==> config.mk <==
export PLATFORM = sky130hd
export DESIGN_NAME = mf_cell
export DESIGN_NICKNAME = d
export VERILOG_FILES = /design/src/sv/mf_pkg.sv /design/src/sv/mf_cell.sv
export SDC_FILE = /design/constraint.sdc
export NUM_CORES = 1
export LEC_CHECK = 0
export BUFFER_PORTS_ARGS = -buffer_cell sky130_fd_sc_hd__buf_2
export CAP_MARGIN = 20
export CORE_AREA = 2 2 252 254
export DETAILED_ROUTE_END_ITERATION = 8
export DIE_AREA = 0 0 254 256
export SLEW_MARGIN = 10
export SYNTH_ARGS = -nofsm -noshare
export SYNTH_HDL_FRONTEND = slang
export SYNTH_SLANG_ARGS = --single-unit
==> constraint.sdc <==
create_clock -name clk -period 0.8 [get_ports clk]
set_input_delay 0.16 -clock clk [delete_from_list [all_inputs] [get_ports clk]]
set_output_delay 0.16 -clock clk [all_outputs]
set_load 0.02 [all_outputs]
==> src/sv/mf_pkg.sv <==
package mf_pkg;

	localparam int NWIN = 9;
	localparam int MED_IDX = 4;

	typedef enum logic [1:0] {
		MODE_GREY = 2'd0,
		MODE_RGB  = 2'd1,
		MODE_INT  = 2'd2
	} mode_t;

	typedef enum logic [1:0] {
		REG_MODE   = 2'd0,
		REG_WIDTH  = 2'd1,
		REG_HEIGHT = 2'd2
	} cfg_reg_t;

	typedef logic [NWIN-1:0][31:0] vec9_t;

	typedef struct packed {
		logic [10:0] col;
		logic [15:0] row;
		logic        done;
	} tag_t;

	// returns {high, low}; byte lanes sort independently in colour modes
	function automatic logic [63:0] cswap(input logic [31:0] a, input logic [31:0] b,
		input logic int_mode);
		logic [31:0] lo;
		logic [31:0] hi;
		lo = a;
		hi = b;
		if (int_mode) begin
			if ($signed(a) > $signed(b)) begin
				lo = b;
				hi = a;
			end
		end else begin
			for (int l = 0; l < 4; l++) begin
				if (a[8*l +: 8] > b[8*l +: 8]) begin
					lo[8*l +: 8] = b[8*l +: 8];
					hi[8*l +: 8] = a[8*l +: 8];
				end else begin
					lo[8*l +: 8] = a[8*l +: 8];
					hi[8*l +: 8] = b[8*l +: 8];
				end
			end
		end
		return {hi, lo};
	endfunction

endpackage

==> src/sv/mf_cell.sv <==
// One odd-even transposition round; nine in a row fully sort the window.
module mf_cell import mf_pkg::*; #(
	parameter bit ODD = 1'b0
) (
	input  logic  clk,
	input  logic  arst_n,
	input  logic  en,
	input  logic  int_mode,
	input  logic  vin,
	input  vec9_t din,
	input  tag_t  tin,
	output logic  vout,
	output vec9_t dout,
	output tag_t  tout
);

	vec9_t d;
	logic  v_q;
	vec9_t d_q;
	tag_t  t_q;

	always_comb begin
		d = din;
		for (int p = 0; p < 4; p++) begin
			{d[2*p+int'(ODD)+1], d[2*p+int'(ODD)]} =
				cswap(din[2*p+int'(ODD)], din[2*p+int'(ODD)+1], int_mode);
		end
	end

	always_ff @(posedge clk or negedge arst_n) begin
		if (!arst_n) begin
			v_q <= 1'b0;
		end else if (en) begin
			v_q <= vin;
		end
	end

	always_ff @(posedge clk) begin
		if (en) begin
			d_q <= d;
			t_q <= tin;
		end
	end

	assign vout = v_q;
	assign dout = d_q;
	assign tout = t_q;

endmodule

==> flow_metrics.tcl <==
set metrics [dict create \
    ant_nets 0 \
    grt_pass1_vias 15481 \
    finalHoldViolations 9 \
    clock_latency_ps 550 \
    endpoint_kind "flip-flop" \
    crit_type "in -> reg" \
    startpoint "din[238]" \
    cts_buffer_depth 3 \
    synth_area_leaders "edfxtp_1 (55%), ha_1 (10%), mux2_2 (7.2%)" \
    fin_ws_ps -1320 \
    failed_checks "negative hold slack, negative setup slack" \
    fp.dieH_um 256 \
    reg2reg_depth 1 \
    wl_per_cell_um 19.1 \
    place_inst 2922 \
    synth_edf_count 316 \
    worstHoldStart "din[92]" \
    hold-path-endpoint "dout[124]" \
    fin_nets 2788 \
    final_cells 3206 \
    die_w_um 254 \
    ff_latch_area_sq_um 9520 \
    first_pass_iters 5 \
    gp_congestion 0.838 \
    drv_slew 0 \
    clock_sinks 317 \
    syn_area_sq_um 17100 \
    core-area_sq_um 62400 \
    dp_slack_ps -1970 \
    r2r-end "vout" \
    overflow 0 \
    synth_most_common_cell "edfxtp_1" \
    viasPerCell 4.51 \
    rsz0062_at_grt "yes" \
    io_buffers 637 \
    slowest_delay_ps 530 \
    design_area_sq_um 30700 \
    whs_ps -30.7 \
    fin_skew_ps 0 \
    area_growth_pct 79.5 \
    io_pins 638 \
    routed_wl_um 61300 \
    relSlewSlack_pct 52.1 \
    synth_fp_nets 1645 \
    drv_cap 0 \
    synth_cell_types 69 \
    fmax_mhz 472 \
    yosys.area.top_type_share_pct 55.5 \
    slowest_stage "nor4b_4" \
    synth_area_per_cell_sq_um 14.4 \
    post_dp_cell_area_sq_um 24600 \
    setup_viol 573 \
    r2r_start "vout" \
    yosys.area.top_type "edfxtp_1" \
    ys_seq_area_share_pct 55.6 \
    multiInputGateArea_sq_um 8780 \
    cts.reportedPaths.clkPinSlew_ps 60 \
    grt_max_degree 36 \
    min_path_type "in -> reg" \
    drc 0 \
    synthArstFlopShare_pct 0.315 \
    start_util_pct 27.4 \
    num_rows 92 \
    fillers 5305 \
    num_vias 14464 \
    powerDensity_nw_per_um2 1850 \
    ff2ff_setup_slack_ps 10 \
    whs_path_depth 2 \
    synthFlopType "edfxtp_1" \
    cts-buffers-inserted 39 \
    tightest_slew_ps 719 \
    cp.required_ps 1080 \
    grt_use_total_pct 17.3 \
    cp_cell_sequence "buf_8 > inv_4 > ha_4 > nand4_1 > buf_4 > buf_6 > inv_2 > a21oi_2 > nor2_4 > nor4b_4 > o31ai_4 > buf_12 > mux2_1" \
    antenna_found_initial 17 \
    p_leak_nw 13.7 \
    ys_warn_count 0 \
    critPathLaunchType "input port" \
    fin_crit_ps 2120 \
    dp_hpwl_um 43900 \
    power_mw 56.7 \
    min_period_over_period_pct 265 \
    ir_drop_uv 1270 \
    drt_iter0_markers 587 \
    clock-root-buffer "clkbuf_16" \
    drive_gt1_share_pct 62.4 \
    status "complete, but fails checks" \
    h-tree-depth 2 \
    crit_fanout 15 \
    post-route-util_pct 49.2 \
    cts_tree "done" \
    die_area_sq_um 65000 \
    synthTopCellsByCount "edfxtp_1 (316), inv_1 (152), ha_1 (140)" \
    tns_ps -454590 \
    synth_seq_cells 317 \
    netlist_instances 1184 \
    cp_data_arrival_time_ps 2400 \
    grt_pass1_wl_um 87200 \
]
## power by group
part           switching [mW]  leakage (nW)  internal, mW
clock network            7.35         0.591          9.80
logic                    8.34          10.0          9.69
registers               0.894          3.10          20.6
total                    16.6          13.7          40.1
## worst max path at each step
| stage | end | slack (ps) | cells after the start |
|---|---|---|---|
| 2_1_floorplan | dout[10] | -1640 | 10 |
| 3_3_place_gp | dout[225] | -1930 | 11 |
| 3_5_place_dp | dout[50] | -1970 | 7 |
| 4_1_cts | dout[142] | -1250 | 12 |
| 5_1_grt | dout[34] | -1330 | 13 |
| 6_report | dout[251] | -1320 | 13 |
## worst max-delay path: cells and delay by family
kind                     cells  cell delay [ps]
multiplexers                 1              330
AND/OR/NAND/NOR              3              820
AO/OA/AOI/OAI                2              280
buffers and inverters        6              610
adder cells (fa/ha/maj)      1              190
## metal layers
| layer | GRT usage (%) | vias up | part of all wire, % |
|---|---|---|---|
| met5 | 0 | - | 0.21 |
| met4 | 6.72 | 18 | 3.6 |
| met3 | 6.10 | 125 | 8.3 |
| met2 | 31.5 | 505 | 52 |
| met1 | 18.1 | 7028 | 36 |
| li1 | - | 6788 | - |
## layout by cell type (no fill, tap or decap), types with 24 or more instances in the layout
| cell | count |
|---|---|
| mux2i_1 | 24 |
| inv_1 | 106 |
| a21oi_1 | 48 |
| ha_4 | 68 |
| mux2_2 | 36 |
| clkbuf_16 | 44 |
| buf_2 | 357 |
| buf_12 | 25 |
| edfxtp_1 | 316 |
| nand4_1 | 24 |
| mux2_4 | 187 |
| dlygate4sd3_1 | 153 |
| buf_4 | 287 |
| ha_1 | 72 |
| buf_6 | 279 |
## flip-flops by register name, indices dropped and copies added (netlist names)
name  flops
dout    288
tout     28
vout      1
## what timing repair did
item                       in CTS  in global routing
setup buffers                  42                 10
hold buffers                  151                  2
pin swaps                      67                 36
gates cloned                    8                  3
setup endpoints to repair     573                573
resized for setup             209                609
hold endpoints to repair      260                 38
## area by class of cell
class	count	area share, %
timing repair buffer	1118	30.7
tap	846	3.45
multi-input combinational	699	28.6
clock buffer	45	3.32
inverter	152	2.27
clock inverter	22	0.603
antenna	7	0.0571
sequential	317	31.0
## cell families after synthesis
logic type,Yosys count,share of synthesized area (%)
flip-flops,317,55.6
multiplexers,257,17.8
AO/OA/AOI/OAI,178,7.65
buffers and inverters,173,4.52
adder cells (fa/ha/maj),140,10.2
AND/OR/NAND/NOR,119,4.10
Note: power is estimated with default switching activity, not from simulation.
